--- config.mk ---
export PLATFORM = sky130hd
export DESIGN_NAME = char_lcd_nibble_writer
export DESIGN_NICKNAME = d
export VERILOG_FILES = /design/src/clnw_pkg.sv /design/src/char_lcd_nibble_writer.sv /design/src/clnw_front.sv /design/src/clnw_queue.sv /design/src/clnw_back.sv
export SDC_FILE = /design/constraint.sdc
export NUM_CORES = 1
export LEC_CHECK = 0
export BUFFER_PORTS_ARGS = -buffer_cell sky130_fd_sc_hd__buf_2
export CORE_MARGIN = 2
export CORE_UTILIZATION = 55
export CTS_BUF_LIST = sky130_fd_sc_hd__clkbuf_4
export CTS_CLUSTER_SIZE = 8
export DETAILED_ROUTE_END_ITERATION = 6
export GPL_ROUTABILITY_DRIVEN = 0
export GPL_TIMING_DRIVEN = 0
export PLACE_DENSITY = 0.73
export SETUP_SLACK_MARGIN = 0.2
export SLEW_MARGIN = 40
export SYNTH_ARGS = -nofsm -noshare
export SYNTH_HDL_FRONTEND = slang
export SYNTH_SLANG_ARGS = --single-unit
--- constraint.sdc ---
create_clock -name clk -period 6.5 [get_ports clk]
set_input_delay 1.3 -clock clk [delete_from_list [all_inputs] [get_ports clk]]
set_output_delay 1.3 -clock clk [all_outputs]
set_load 0.05 [all_outputs]
--- src/clnw_pkg.sv ---
// ----------------------------------------------------------------------------
// clnw_pkg
// Types, codes and constants of the character LCD nibble writer.
// ----------------------------------------------------------------------------
package clnw_pkg;

  localparam int NUM_CFG     = 5;
  localparam int CFG_IDX_W   = 3;
  localparam int QUEUE_DEPTH = 2;

  // request modes
  localparam logic [2:0] MODE_INIT   = 3'd0;
  localparam logic [2:0] MODE_CMD    = 3'd1;
  localparam logic [2:0] MODE_CHAR   = 3'd2;
  localparam logic [2:0] MODE_NUM    = 3'd3;
  localparam logic [2:0] MODE_CURSOR = 3'd4;

  // configuration register indexes
  localparam logic [CFG_IDX_W-1:0] REG_FUNCTION_SET = 3'd0;
  localparam logic [CFG_IDX_W-1:0] REG_DISPLAY_OFF  = 3'd1;
  localparam logic [CFG_IDX_W-1:0] REG_CLEAR        = 3'd2;
  localparam logic [CFG_IDX_W-1:0] REG_ENTRY_MODE   = 3'd3;
  localparam logic [CFG_IDX_W-1:0] REG_DISPLAY_ON   = 3'd4;

  localparam logic [NUM_CFG-1:0][7:0] CFG_RESET = {8'h0C, 8'h06, 8'h01, 8'h08, 8'h28};

  localparam logic [15:0] NUM_LIMIT   = 16'd10000;
  localparam logic [12:0] RECIP_TEN   = 13'd6554;  // ceil(2^16 / 10)
  localparam logic [2:0]  CONV_STEPS  = 3'd4;
  localparam logic [3:0]  INIT_NIBS   = 4'd14;
  localparam logic [3:0]  WAKE_NIBS   = 4'd4;
  localparam logic [3:0]  BYTE_NIBS   = 4'd2;
  localparam logic [3:0]  ASCII_DIGIT = 4'h3;

  typedef struct packed {
    logic [2:0]  mode;
    logic [15:0] data;
    logic        row;
    logic [5:0]  column;
  } in_t;

  typedef struct packed {
    logic       reg_select;
    logic       read_write;
    logic [3:0] nibble;
    logic [5:0] pre_wait_ms;
    logic       last;
  } out_t;

  typedef enum logic [1:0] {
    JOB_INIT,
    JOB_BYTE,
    JOB_DIGITS
  } job_kind_t;

  // one classified request, as handed from front to back
  typedef struct packed {
    job_kind_t   kind;
    logic        rs;
    logic [3:0]  cnt;    // nibbles to send
    logic [15:0] data;   // byte in [7:0], or digits left-aligned
  } job_t;

  // wake-up sequence: nibble and pre-wait
  function automatic logic [3:0] wake_nibble(input logic [1:0] i);
    return (i == 2'd3) ? 4'h2 : 4'h3;
  endfunction

  function automatic logic [5:0] wake_wait(input logic [1:0] i);
    logic [5:0] w;
    case (i)
      2'd0:    w = 6'd50;
      2'd1:    w = 6'd10;
      2'd2:    w = 6'd1;
      default: w = 6'd0;
    endcase
    return w;
  endfunction

endpackage

--- src/char_lcd_nibble_writer.sv ---
// ----------------------------------------------------------------------------
// char_lcd_nibble_writer
// Request to nibble-strobe converter for a 4-bit character LCD bus.
// ----------------------------------------------------------------------------
// Usage:
//   Input: drive in_data and raise start; the beat is taken on an edge where
//   start is high and busy is low. Modes: init, command byte, character byte,
//   decimal number, set cursor. Modes 5..7 and numbers of 10000 or more make
//   no output.
//   Output: each nibble is on out_data for one cycle with out_valid high;
//   last marks the final nibble of a request. The receiver cannot stall,
//   so nibbles leave back to back, one per cycle.
//   Config: cfg_index/cfg_wdata written when cfg_valid is high (cfg_ready is
//   always high); write only while no request is in flight.
// Flow: the front registers a request; a number stays there through the
//   divide-by-ten loop, and no new request is taken meanwhile. The job
//   then goes through the queue into the back end's job register, and each
//   nibble through the output register. Nibbles go out one per cycle: two
//   per byte request, 14 per init and two per digit. The job queue lets
//   the front take new requests while the back is still playing out.
// Reset: clears the queue and pipeline and loads the default command bytes.
// ----------------------------------------------------------------------------
module char_lcd_nibble_writer
  import clnw_pkg::*;
#(
  parameter int Q_DEPTH = QUEUE_DEPTH
) (
  input  logic                 clk,
  input  logic                 rst_n,
  input  logic                 start,
  output logic                 busy,
  input  in_t                  in_data,
  output logic                 out_valid,
  output out_t                 out_data,
  input  logic                 cfg_valid,
  output logic                 cfg_ready,
  input  logic [CFG_IDX_W-1:0] cfg_index,
  input  logic [7:0]           cfg_wdata
);

  logic [NUM_CFG-1:0][7:0] cfg_regs_r;
  logic q_push, q_full, q_pop, q_head_valid;
  job_t q_push_job, q_head_job;

  assign cfg_ready = 1'b1;

  always_ff @(posedge clk) begin
    if (!rst_n) begin
      cfg_regs_r <= CFG_RESET;
    end else if (cfg_valid && cfg_ready && cfg_index <= REG_DISPLAY_ON) begin
      cfg_regs_r[cfg_index] <= cfg_wdata;
    end
  end

  clnw_front u_front (
    .clk     (clk),
    .rst_n   (rst_n),
    .start   (start),
    .busy    (busy),
    .in_data (in_data),
    .q_push  (q_push),
    .q_job   (q_push_job),
    .q_full  (q_full)
  );

  clnw_queue #(.Q_DEPTH(Q_DEPTH)) u_queue (
    .clk        (clk),
    .rst_n      (rst_n),
    .push       (q_push),
    .push_job   (q_push_job),
    .full       (q_full),
    .pop        (q_pop),
    .head_job   (q_head_job),
    .head_valid (q_head_valid)
  );

  clnw_back u_back (
    .clk        (clk),
    .rst_n      (rst_n),
    .cfg_regs   (cfg_regs_r),
    .head_job   (q_head_job),
    .head_valid (q_head_valid),
    .pop        (q_pop),
    .out_valid  (out_valid),
    .out_data   (out_data)
  );

endmodule

--- src/clnw_front.sv ---
// ----------------------------------------------------------------------------
// clnw_front
// Takes requests, classifies them, converts numbers to decimal digits and
// pushes one job per request that is not dropped into the queue.
// ----------------------------------------------------------------------------
module clnw_front
  import clnw_pkg::*;
(
  input  logic clk,
  input  logic rst_n,
  input  logic start,
  output logic busy,
  input  in_t  in_data,
  output logic q_push,
  output job_t q_job,
  input  logic q_full
);

  logic        fr_valid_r, fr_valid_nxt;
  in_t         fr_item_r;
  logic [2:0]  conv_cnt_r;
  logic [13:0] conv_v_r;
  logic [15:0] digits_r;
  logic [2:0]  ndig_r;

  logic        accept;
  logic        is_num, num_ok, drop, conv_done, can_push, front_done;
  logic [26:0] prod;
  logic [9:0]  quot;
  logic [13:0] quot10;
  logic [13:0] diff;
  logic [2:0]  ndig_in;
  logic [4:0]  align_sh;

  assign is_num    = (fr_item_r.mode == MODE_NUM);
  assign num_ok    = (fr_item_r.data < NUM_LIMIT);
  assign drop      = (fr_item_r.mode > MODE_CURSOR) || (is_num && !num_ok);
  assign conv_done = (conv_cnt_r == CONV_STEPS);
  assign can_push  = !drop && (!is_num || conv_done);
  assign q_push    = fr_valid_r && can_push && !q_full;
  assign front_done = fr_valid_r && (drop || q_push);
  assign busy      = fr_valid_r && !front_done;
  assign accept    = start && !busy;

  // divide by ten through the reciprocal; exact below 10000
  assign prod   = conv_v_r * RECIP_TEN;
  assign quot   = prod[25:16];
  assign quot10 = {1'b0, quot, 3'b000} + {3'b000, quot, 1'b0};
  assign diff   = conv_v_r - quot10;

  always_comb begin
    if (in_data.data >= 16'd1000)     ndig_in = 3'd4;
    else if (in_data.data >= 16'd100) ndig_in = 3'd3;
    else if (in_data.data >= 16'd10)  ndig_in = 3'd2;
    else                              ndig_in = 3'd1;
  end

  assign align_sh = {CONV_STEPS - ndig_r, 2'b00};

  always_comb begin
    q_job = '0;
    unique case (fr_item_r.mode)
      MODE_INIT: begin
        q_job.kind = JOB_INIT;
        q_job.rs   = 1'b0;
        q_job.cnt  = INIT_NIBS;
      end
      MODE_CMD: begin
        q_job.kind = JOB_BYTE;
        q_job.rs   = 1'b0;
        q_job.cnt  = BYTE_NIBS;
        q_job.data = {8'h00, fr_item_r.data[7:0]};
      end
      MODE_CHAR: begin
        q_job.kind = JOB_BYTE;
        q_job.rs   = 1'b1;
        q_job.cnt  = BYTE_NIBS;
        q_job.data = {8'h00, fr_item_r.data[7:0]};
      end
      MODE_NUM: begin
        q_job.kind = JOB_DIGITS;
        q_job.rs   = 1'b1;
        q_job.cnt  = {ndig_r, 1'b0};
        q_job.data = digits_r << align_sh;
      end
      MODE_CURSOR: begin
        q_job.kind = JOB_BYTE;
        q_job.rs   = 1'b0;
        q_job.cnt  = BYTE_NIBS;
        q_job.data = {8'h00, 1'b1, fr_item_r.row, fr_item_r.column};
      end
      default: q_job = '0;
    endcase
  end

  always_comb begin
    fr_valid_nxt = fr_valid_r;
    if (accept)          fr_valid_nxt = 1'b1;
    else if (front_done) fr_valid_nxt = 1'b0;
  end

  always_ff @(posedge clk) begin
    if (!rst_n) begin
      fr_valid_r <= 1'b0;
      conv_cnt_r <= '0;
    end else begin
      fr_valid_r <= fr_valid_nxt;
      if (accept) begin
        conv_cnt_r <= '0;
      end else if (fr_valid_r && is_num && num_ok && !conv_done) begin
        conv_cnt_r <= conv_cnt_r + 3'd1;
      end
    end
  end

  // payload: units digit lands on top first, shifted down each step
  always_ff @(posedge clk) begin
    if (accept) begin
      fr_item_r <= in_data;
      conv_v_r  <= in_data.data[13:0];
      ndig_r    <= ndig_in;
    end else if (fr_valid_r && is_num && num_ok && !conv_done) begin
      conv_v_r <= {4'b0000, quot};
      digits_r <= {diff[3:0], digits_r[15:4]};
    end
  end

endmodule

--- src/clnw_queue.sv ---
// ----------------------------------------------------------------------------
// clnw_queue
// Small FIFO of classified jobs between front and back.
// ----------------------------------------------------------------------------
module clnw_queue
  import clnw_pkg::*;
#(
  parameter int Q_DEPTH = QUEUE_DEPTH
) (
  input  logic clk,
  input  logic rst_n,
  input  logic push,
  input  job_t push_job,
  output logic full,
  input  logic pop,
  output job_t head_job,
  output logic head_valid
);

  localparam int PW = (Q_DEPTH > 1) ? $clog2(Q_DEPTH) : 1;

  job_t          mem [Q_DEPTH];
  logic [PW-1:0] wr_ptr_r, rd_ptr_r;
  logic [PW:0]   count_r, count_nxt;
  logic          do_push, do_pop;

  assign full       = (count_r == (PW+1)'(Q_DEPTH));
  assign head_valid = (count_r != '0);
  assign head_job   = mem[rd_ptr_r];
  assign do_push    = push && !full;
  assign do_pop     = pop && head_valid;

  always_comb begin
    count_nxt = count_r;
    if (do_push && !do_pop)      count_nxt = count_r + 1'b1;
    else if (do_pop && !do_push) count_nxt = count_r - 1'b1;
  end

  always_ff @(posedge clk) begin
    if (!rst_n) begin
      wr_ptr_r <= '0;
      rd_ptr_r <= '0;
      count_r  <= '0;
    end else begin
      count_r <= count_nxt;
      if (do_push) begin
        wr_ptr_r <= (wr_ptr_r == PW'(Q_DEPTH-1)) ? '0 : wr_ptr_r + 1'b1;
      end
      if (do_pop) begin
        rd_ptr_r <= (rd_ptr_r == PW'(Q_DEPTH-1)) ? '0 : rd_ptr_r + 1'b1;
      end
    end
  end

  always_ff @(posedge clk) begin
    if (do_push) mem[wr_ptr_r] <= push_job;
  end

endmodule

--- src/clnw_back.sv ---
// ----------------------------------------------------------------------------
// clnw_back
// Plays one job out as nibble strobes, one per cycle, through an output
// register.
// ----------------------------------------------------------------------------
module clnw_back
  import clnw_pkg::*;
(
  input  logic                      clk,
  input  logic                      rst_n,
  input  logic [NUM_CFG-1:0][7:0]   cfg_regs,
  input  job_t                      head_job,
  input  logic                      head_valid,
  output logic                      pop,
  output logic                      out_valid,
  output out_t                      out_data
);

  logic       bk_valid_r;
  job_t       bk_job_r;
  logic [3:0] bk_idx_r;
  logic       out_valid_r;
  out_t       out_data_r;

  logic       bk_fin;
  logic [3:0] init_j;
  logic [7:0] cur_byte;
  logic [3:0] digit;
  out_t       nib;

  assign bk_fin = bk_valid_r && (bk_idx_r == bk_job_r.cnt - 4'd1);
  assign pop    = head_valid && (!bk_valid_r || bk_fin);
  assign init_j = bk_idx_r - WAKE_NIBS;

  always_comb begin
    case (bk_idx_r[2:1])
      2'd0:    digit = bk_job_r.data[15:12];
      2'd1:    digit = bk_job_r.data[11:8];
      2'd2:    digit = bk_job_r.data[7:4];
      default: digit = bk_job_r.data[3:0];
    endcase
  end

  always_comb begin
    cur_byte = '0;
    unique case (bk_job_r.kind)
      JOB_INIT:   cur_byte = cfg_regs[init_j[3:1]];
      JOB_BYTE:   cur_byte = bk_job_r.data[7:0];
      JOB_DIGITS: cur_byte = {ASCII_DIGIT, digit};
      default:    cur_byte = '0;
    endcase
  end

  always_comb begin
    nib             = '0;
    nib.reg_select  = bk_job_r.rs;
    nib.read_write  = 1'b0;
    nib.last        = bk_fin;
    if (bk_job_r.kind == JOB_INIT && bk_idx_r < WAKE_NIBS) begin
      nib.nibble      = wake_nibble(bk_idx_r[1:0]);
      nib.pre_wait_ms = wake_wait(bk_idx_r[1:0]);
    end else begin
      // high nibble on even steps; init bytes start after the wake-up nibbles
      nib.nibble = bk_idx_r[0] ? cur_byte[3:0] : cur_byte[7:4];
    end
  end

  always_ff @(posedge clk) begin
    if (!rst_n) begin
      bk_valid_r  <= 1'b0;
      bk_idx_r    <= '0;
      out_valid_r <= 1'b0;
    end else begin
      out_valid_r <= bk_valid_r;
      if (pop) begin
        bk_valid_r <= 1'b1;
        bk_idx_r   <= '0;
      end else if (bk_fin) begin
        bk_valid_r <= 1'b0;
      end else if (bk_valid_r) begin
        bk_idx_r <= bk_idx_r + 4'd1;
      end
    end
  end

  always_ff @(posedge clk) begin
    if (pop) bk_job_r <= head_job;
    out_data_r <= nib;
  end

  assign out_valid = out_valid_r;
  assign out_data  = out_data_r;

endmodule

# Yosys cells after proc, flatten, opt, wreduce, memory -nomap -nowiden
# Memory sizes are Yosys's and may differ from the RTL's. A register that Yosys moved wholly into a read port is not among the register bits.
# Cells that the tools add are included.
# Widths: inputs -> output; s select.
[word_totals]
mem_count = 1
regBits = 125
word_cells = 140
input_bits = 41
ramBits = 46
[memory_table]
columns = ["name", "depth", "width", "read_ports", "rd_ports_with_merged_regs", "wr", "line", "source"]
rows = [
  ["u_queue.mem", 2, 23, 1, 1, 1, "clnw_queue.sv:22", "job_t mem [Q_DEPTH];"],
]
[classes]
n_lt_le_gt_ge = 10
n_eq_ne = 14
bitwise_logic = 3
n_shift = 1
n_reduce_logical = 48
n_addsub = 11
multipliers = 1
n_mux = 27
[ops]
columns = ["op", "count"]
rows = [
  ["$pmux 16 s3", 1],
  ["$bwmux 40", 1],
  ["$mux 14", 2],
  ["$pmux 7 s4", 1],
  ["$mul 14x12->25 const B", 1],
  ["$bmux 8 s3", 1],
  ["$demux 8 s3", 1],
  ["$pmux 8 s3", 1],
  ["$logic_and 1x1->1", 19],
  ["$pmux 6 s3", 1],
  ["$ge 16x10->1 const B", 1],
  ["$ge 16x4->1 const B", 1],
  ["$ge 16x7->1 const B", 1],
  ["$lt 16x14->1 const B", 1],
  ["$mux 8", 2],
  ["$shl 16x5->16", 1],
  ["$pmux 4 s3", 1],
  ["$eq 2x2->1 const B", 5],
  ["$logic_not 1->1", 10],
  ["$reduce_bool 2->1", 5],
  ["$mux 1", 9],
  ["$lt 3x4->1 const B", 2],
  ["$mux 4", 2],
  ["$reduce_or 2->1", 4],
  ["other kinds (26)", 41],
]

# Depth between registers and ports, before layout
# Gate-level depths: netlist of the first run.
[depth]
word_depth = 16
depth_mapped = 21

# Hierarchy
# Synthesis of the first run repeated with hierarchy kept, for this count alone.
[unflattened]
cells_unflattened = 988
hier_area_um2 = 11477.3
[by_module_without_submodules]
columns = ["module", "seq_area_each_um2", "cells_each", "area_per_inst_um2", "instances"]
rows = [
  ["clnw_front", 1851.8, 558, 5935.7, 1],
  ["clnw_back", 1011.0, 182, 2078.2, 1],
  ["clnw_queue", 1481.4, 96, 1886.8, 1],
  ["char_lcd_nibble_writer", 800.8, 152, 1576.5, 1],
]

# Worst setup path before layout of the first run
# No wires, ideal clock.
[synth_timing]
kind = "register to register"
startpoint = "register u_front.conv_v_r[5]"
endpoint = "register u_front.conv_v_r[9] (data pin)"
path_slack_ns = 1.445
t_required_ns = 6.350
n_path_buf = 0
stages_incl_launch_ff = 18
synth_period_minus_slack_ns = 5.055
arrival_time_ns = 4.905
cell_sequence = "edfxtp_1 > ha_1 > fa_1 > inv_1 > fa_1 > inv_1 > fa_1 > inv_1 > fa_1 > inv_1 > ha_1 > a21o_1 > a21oi_1 > o21ai_0 > o2111a_2 > or3_4 > a2111o_1 > o211ai_2"
[synth_via]
elab_chain_len = 3
[synth_rtl]
columns = ["element", "line", "source"]
rows = [
  ["start, declared", "clnw_front.sv:22", "logic [13:0] conv_v_r;"],
  ["start signal, assigned", "clnw_front.sv:120", "conv_v_r <= in_data.data[13:0];"],
  ["start signal, assigned", "clnw_front.sv:123", "conv_v_r <= {4'b0000, quot};"],
  ["$mul 14x12->25", "clnw_front.sv:46", "assign prod = conv_v_r * RECIP_TEN;"],
  ["$mux 14", "clnw_front.sv:122", "end else if (fr_valid_r && is_num && num_ok && !conv_done) begin"],
  ["$mux 14", "clnw_front.sv:118", "if (accept) begin"],
]
# No other way between the ends. The select of a mux whose other input is x is not followed.
# A chain may end at the register's enable or synchronous reset.

# Worst setup path after layout of the first run
[layout_timing]
startpoint = "register u_front.conv_v_r[3]"
endpoint = "register u_front.digits_r[15] (data pin)"
[layout_via]
elab_chain_len = 3
[layout_rtl]
columns = ["element", "line", "source"]
rows = [
  ["$mul 14x12->25", "clnw_front.sv:46", ""],
  ["$add 4x4->4", "clnw_front.sv:48", "assign quot10 = {1'b0, quot, 3'b000} + {3'b000, quot, 1'b0};"],
  ["$sub 4x4->4 *", "clnw_front.sv:49", "assign diff = conv_v_r - quot10;"],
  ["via u_front.diff[3]", "clnw_front.sv:31", "logic [13:0] diff;"],
  ["end signal, assigned", "clnw_front.sv:124", "digits_r <= {diff[3:0], digits_r[15:4]};"],
  ["end, declared", "clnw_front.sv:23", "logic [15:0] digits_r;"],
]
# Mark *: on every way through the listed nets, which the timed path passes. The rest lies on a longest branch.

==> metrics.yaml, run 1 <==
run_status:
  status: "finished clean"
global_routing:
  gr-usage-all-layers_pct: 21.99
  grt_util_met2_pct: 36.85
  grt_max_degree: 39
  grt_pass1_wl_um: 36830
  antenna_found_initial: 0
  grt.busiest_layer: "met2"
  grt-ovfl-total: 0
  met3_usage_pct: 3.950
  grt_pass1_vias: 7288
  grt_util_met1_pct: 29.42
cells_and_area:
  drive_gt1_share_pct: 13.63
  n_fill_cell: 1627
  n_antenna_cell: 0
  area.growth.synth_to_final_pct: 9.444
  layout_commonest_cell: "inv_1"
  ff_latch_area_um2: 5035
  fin_nets: 1251
  multi_input_area_um2: 5324
  layout_common_cells: "inv_1 (131), edfxtp_1 (125), nand2_1 (116)"
sta:
  max_freq_ghz: 0.1797
  worst_pin_slew_ns: 0.6661
  report.final.hold_viol_count: 0
  clock-skew-final_ns: 0.01891
  slew_violations: 0
  fin_crit_sh_pct: 85.63
  setup_viol: 0
  timing.final.ws_setup_ns: 0.9338
  relSlewSlack_pct: 55.43
  rsz0062_at_grt: "false"
  tns_ns: 0
  layout_min_cycle_time_ns: 5.566
worst_hold_path:
  min_path_type: "register to register"
  worstHoldStart: "u_back.bk_job_r[20]"
synthesis:
  post_synth.cell_area_avg_um2: 11.17
  ys_seq_area_share_pct: 45.79
  synth_seq_cells: 189
  ys_async_sr_fraction_pct: 0
  syn_inst: 984
  synth_edf_count: 125
  synth_flop_cell: "edfxtp_1"
  synth_fa_ha_area_share_pct: 20.44
  synth_top_family_by_area: "adder cells"
  yosysWarnings: 0
  syn_area_um2: 11000
  synthSimpleGateAreaFrac_pct: 10.24
  synth_cell_type_count: 64
  synthMuxAreaShare_pct: 5.223
  synth-compound-area-share_pct: 10.12
  synth_xor_xnor_area_share_pct: 2.151
clock_network:
  cts.sinks: 189
  cts.clk_slew.worst_paths_ns: 0.16
  postCtsSetupRepairBufs: 0
  cts.path.max_buffers: 2
  cts_tree: "built"
  cts_hold_buffers: 0
  numCtsBuffers: 17
  cts.htree.levels: 4
  ctsResizeCount: 0
  clk_latency_ns: 0.57
  clockRootBuffer: "clkbuf_4"
floorplan:
  ioPinCount: 57
  die_w_um: 145.4
  dieHeight_um: 145.4
  core_area_um2: 19530
  fp-row-count: 51
  start_util_pct: 56.31
  die-area_um2: 21140
worst_setup_path:
  critPathArrivalTime_ns: 5.93
  critPathRequiredTime_ns: 6.87
  crit_path_start_kind: "register"
  cp-startpoint: "u_front.conv_v_r[3]"
  r2r_start: "u_front.conv_v_r[3]"
  critical_path_class: "register to register"
  crit_path_end_kind: "register"
  path_max_fanout: 6
routing:
  vias: 7171
  routed_wirelength_um: 21870
  drt_iter0_drc: 492
  drc: 0
  wl_per_cell_um: 16.37
  ant_nets: 0
  drt_pre_antenna_iters: 6
  viasPerCell: 5.368
placed_design:
  hpwl_um: 16770
  numPortBuffers: 52
  place_ws_ns: 0.9726
job:
  max_cap_violations: 0
==> synthesized netlist by cell type (27+ instances only) <==
master | n | share of area (%)
o21ai_0 | 32 | 1.5
nand2_1 | 116 | 4.0
dfxtp_1 | 64 | 12
a21boi_0 | 36 | 2.5
inv_1 | 132 | 4.5
clkbuf_1 | 28 | 0.96
nor2_1 | 27 | 0.92
mux2_2 | 29 | 3.0
ha_1 | 106 | 12
edfxtp_1 | 125 | 34
fa_1 | 46 | 8.4
a21oi_1 | 30 | 1.4
==> through the flow <==
stage          cell area (µm²)  hold slack, ns  cells  util, %
2_1_floorplan            11000          0.3233    985        -
3_3_place_gp             11590          0.3242   1302    59.36
3_5_place_dp             11620          0.3319   1303    59.52
4_1_cts                  12010          0.3680   1335    61.49
5_1_grt                  12030          0.3935   1336    61.63
6_report                 12030          0.3665   1336    61.63
==> per-layer routing <==
layer	vias up	wire length [µm]	share of wire, %
met5	-	0	0
met1	3429	9848	45
met3	36	916	4.2
met4	0	470	2.1
met2	167	10640	49
li1	3539	-	-
==> path summary, 6_finish.rpt <==
check / to / cells past startpoint / slack, ns
max: u_front.digits_r[15] / 17 / 0.93
min: u_back.out_data[12] / 0 / 0.37
max reg2reg: u_front.digits_r[15] / 17 / 0.93
min reg2reg: u_back.out_data[12] / 0 / 0.37
==> area by class of cell <==
class | count | area share [%]
Buffer | 38 | 1.341
Clock buffer | 17 | 1.061
Tap cell | 265 | 2.755
Inverter | 132 | 4.117
Sequential cell | 189 | 41.84
Timing Repair Buffer | 54 | 2.516
Multi-Input combinational cell | 626 | 44.24
Clock inverter | 15 | 2.131
==> critical path, stage by stage, from the launching register on <==
cell	delay (ns)
edfxtp_1	0.58
ha_1	0.37
inv_1	0.06
fa_1	0.52
inv_1	0.05
fa_1	0.52
fa_1	0.52
fa_1	0.51
ha_1	0.37
o2111ai_1	0.14
o21bai_1	0.24
a2bb2oi_1	0.16
o21bai_1	0.22
xor2_1	0.23
ha_1	0.29
a21oi_1	0.17
xnor2_1	0.10
xnor2_1	0.31
==> registers in the layout, indices dropped and copies added, names as in the netlist <==
name and cells:
u_front.conv_cnt_r 3, u_queue.count_r 2, u_front.ndig_r 3, u_front.fr_item_r 26, u_queue.rd_ptr_r 1, u_back.out_data 10
u_back.bk_idx_r 4, u_back.bk_job_r 22, cfg_regs_r 40, u_queue.wr_ptr_r 1, u_front.conv_v_r 14, u_back.out_valid 1
u_front.digits_r 16, u_front.fr_valid_r 1, u_back.bk_valid_r 1, u_queue.mem 44
==> logic make-up after synthesis <==
group           count (synthesis)
simple gates                  237
flops                         189
buf+inv                       170
other cells                     2
fa+ha+maj                     152
compound gates                162
xor+xnor                       27
mux                            45
Power of run 1 is not shown: default switching activity piles up to over one toggle a cycle in this logic, so the estimate is an artifact.
==> run 2, diff against run 1 <==
--- a/config.mk
+++ b/config.mk
@@ -6,14 +6,16 @@
 export NUM_CORES = 1
 export LEC_CHECK = 0
 export BUFFER_PORTS_ARGS = -buffer_cell sky130_fd_sc_hd__buf_2
+export CELL_PAD_IN_SITES_DETAIL_PLACEMENT = 0
+export CELL_PAD_IN_SITES_GLOBAL_PLACEMENT = 2
 export CORE_MARGIN = 2
-export CORE_UTILIZATION = 55
+export CORE_UTILIZATION = 43
 export CTS_BUF_LIST = sky130_fd_sc_hd__clkbuf_4
 export CTS_CLUSTER_SIZE = 8
 export DETAILED_ROUTE_END_ITERATION = 6
 export GPL_ROUTABILITY_DRIVEN = 0
 export GPL_TIMING_DRIVEN = 0
-export PLACE_DENSITY = 0.73
+export PLACE_DENSITY_LB_ADDON = 0.1
 export SETUP_SLACK_MARGIN = 0.2
 export SLEW_MARGIN = 40
 export SYNTH_ARGS = -nofsm -noshare
==> run 2 against run 1 <==
Against the previous run:
- sequential share of layout area barely moved
- clock-buffer cell count stayed put
- core utilization is 14 points lower
- register-to-register slack hardly changed
- fmax about the same
- wire length is 11% higher
- hold slack lost 0.0030 ns
- global-route usage decreased by 2.6 points
- clock skew grew 0.0093 ns
- critical endpoint unchanged
- die area up 27%
- design area is 0.11% higher
==> metrics.yaml, run 2 (synthesis results as in run 1) <==
run_status:
  status: "finished clean"
worst_setup_path:
  path_max_fanout: 8  # +2
  critPathArrivalTime_ns: 5.91  # -0.02 ns
  crit_path_start_kind: "register"
  critPathRequiredTime_ns: 6.84  # -0.03 ns
  critical_path_class: "register to register"
  crit_path_end_kind: "register"
sta:
  slew_violations: 0  # unchanged
  worst_pin_slew_ns: 0.7156  # +0.04950 ns
  clock-skew-final_ns: 0.02821  # +0.009304 ns
  report.final.hold_viol_count: 0  # unchanged
  tns_ns: 0  # unchanged
  fin_crit_sh_pct: 85.66  # about the same
  setup_viol: 0  # unchanged
  max_freq_ghz: 0.1796  # about the same
  relSlewSlack_pct: 52.12  # -3.3 points
  rsz0062_at_grt: "false"
  layout_min_cycle_time_ns: 5.568  # +0.001757 ns
cells_and_area:
  fin_nets: 1251  # unchanged
  drive_gt1_share_pct: 13.73  # +0.093 points
  n_fill_cell: 2397  # +47%
  layout_common_cells: "inv_1 (131), edfxtp_1 (125), nand2_1 (116)"
  largest_reg_flops: 44  # unchanged
  layout_commonest_cell: "inv_1"
  top_regs: "u_queue.mem x44, cfg_regs_r x40, u_front.fr_item_r x26"
  ff_latch_area_um2: 5035  # unchanged
  multi_input_area_um2: 5324  # unchanged
  area.growth.synth_to_final_pct: 9.570
  largest_register: "u_queue.mem"
clock_network:
  clk_latency_ns: 0.59  # +0.02 ns
  ctsResizeCount: 0  # unchanged
  cts_hold_buffers: 0  # unchanged
  cts_tree: "built"
  cts.clk_slew.worst_paths_ns: 0.19  # +0.03 ns
  postCtsSetupRepairBufs: 0  # unchanged
  numCtsBuffers: 17  # unchanged
  cts.path.max_buffers: 2  # unchanged
  cts.htree.levels: 4  # unchanged
  clockRootBuffer: "clkbuf_4"
  cts.sinks: 189  # unchanged
global_routing:
  grt_pass1_vias: 7171  # -1.6%
  grt_max_degree: 39  # unchanged
  antenna_found_initial: 1  # +1
  grt_pass1_wl_um: 39610  # +7.6%
  gr-usage-all-layers_pct: 19.44  # -2.6 points
  grt-ovfl-total: 0  # unchanged
routing:
  top_layer: "met4"
  wl_met1_um: 11450  # +16%
  drc: 0  # unchanged
  viasPerCell: 5.013  # -6.6%
  vias: 7033  # -1.9%
  drt_iter0_drc: 307  # -38%
  wl_per_cell_um: 17.35  # +6.0%
  met2_length_um: 11700  # +10%
  routed_wirelength_um: 24340  # +11%
  drt_pre_antenna_iters: 6  # unchanged
  ant_nets: 0  # unchanged
  wl_met3_um: 892  # -2.6%
floorplan:
  start_util_pct: 43.79  # -13 points
  ioPinCount: 57  # unchanged
  core_area_um2: 25110  # +29%
  dieHeight_um: 163.9  # +13%
  die-area_um2: 26870  # +27%
  fp-row-count: 58  # +14%
  die_w_um: 163.9  # +13%
worst_hold_path:
  min_path_type: "register to register"
job:
  max_cap_violations: 0  # unchanged
placed_design:
  hpwl_um: 18780  # +12%
  numPortBuffers: 52  # unchanged
[run 2: routing by layer]
layer,GRT usage (%),vias to the layer above
li1,-,3543
met1,26.73,3352
met2,32.68,121
met3,3.030,17
met4,4.027,0
met5,0,-
[run 2: worst max-delay path, cell delays in order, from the launching register on]
cell       delay [ns]
edfxtp_1         0.59
ha_1             0.40
xor2_1           0.17
ha_1             0.19
a21o_1           0.17
fa_1             0.50
fa_1             0.55
inv_1            0.06
fa_1             0.54
inv_1            0.04
ha_1             0.30
nand3_1          0.13
o221a_2          0.35
a2bb2oi_1        0.17
o21bai_1         0.21
xor2_1           0.23
ha_1             0.30
a21oi_1          0.19
xnor2_1          0.15
xnor2_1          0.09
[run 2: worst paths after layout]
path	start	endpoint	slack [ns]	cells after the start
worst min-delay path	u_back.bk_job_r[20]	u_back.out_data[12]	0.36	0
worst max-delay path	u_front.conv_v_r[1]	u_front.digits_r[15]	0.93	19
worst max register to register	u_front.conv_v_r[1]	u_front.digits_r[15]	0.93	19
worst min register to register	u_back.bk_job_r[20]	u_back.out_data[12]	0.36	0
[run 2: stage by stage]
stage | hold slack (ns) | cells | worst slack [ns] | instance area, µm² | util (%)
2_1_floorplan | 0.3233 | 985 | 1.445 | 11000 | -
3_3_place_gp | 0.3246 | 1367 | 0.9497 | 11670 | 46.49
3_5_place_dp | 0.3269 | 1369 | 0.9164 | 11720 | 46.67
4_1_cts | 0.3648 | 1401 | 0.8734 | 12040 | 47.95
5_1_grt | 0.3755 | 1402 | 0.6217 | 12050 | 47.97
6_report | 0.3635 | 1403 | 0.9320 | 12050 | 47.98
[run 2: cell type report]
| class | count | share of cell area, % |
|---|---|---|
| diodes | 2 | 0.04154 |
| plain buffers | 38 | 1.360 |
| clock buffers | 17 | 1.059 |
| well taps | 330 | 3.427 |
| inverters | 132 | 4.113 |
| repair buffers | 54 | 2.409 |
| flip-flops and latches | 189 | 41.79 |
| clock inverters | 15 | 1.610 |
| multi-input cells | 626 | 44.19 |
Power of run 2 is left out for the same reason.
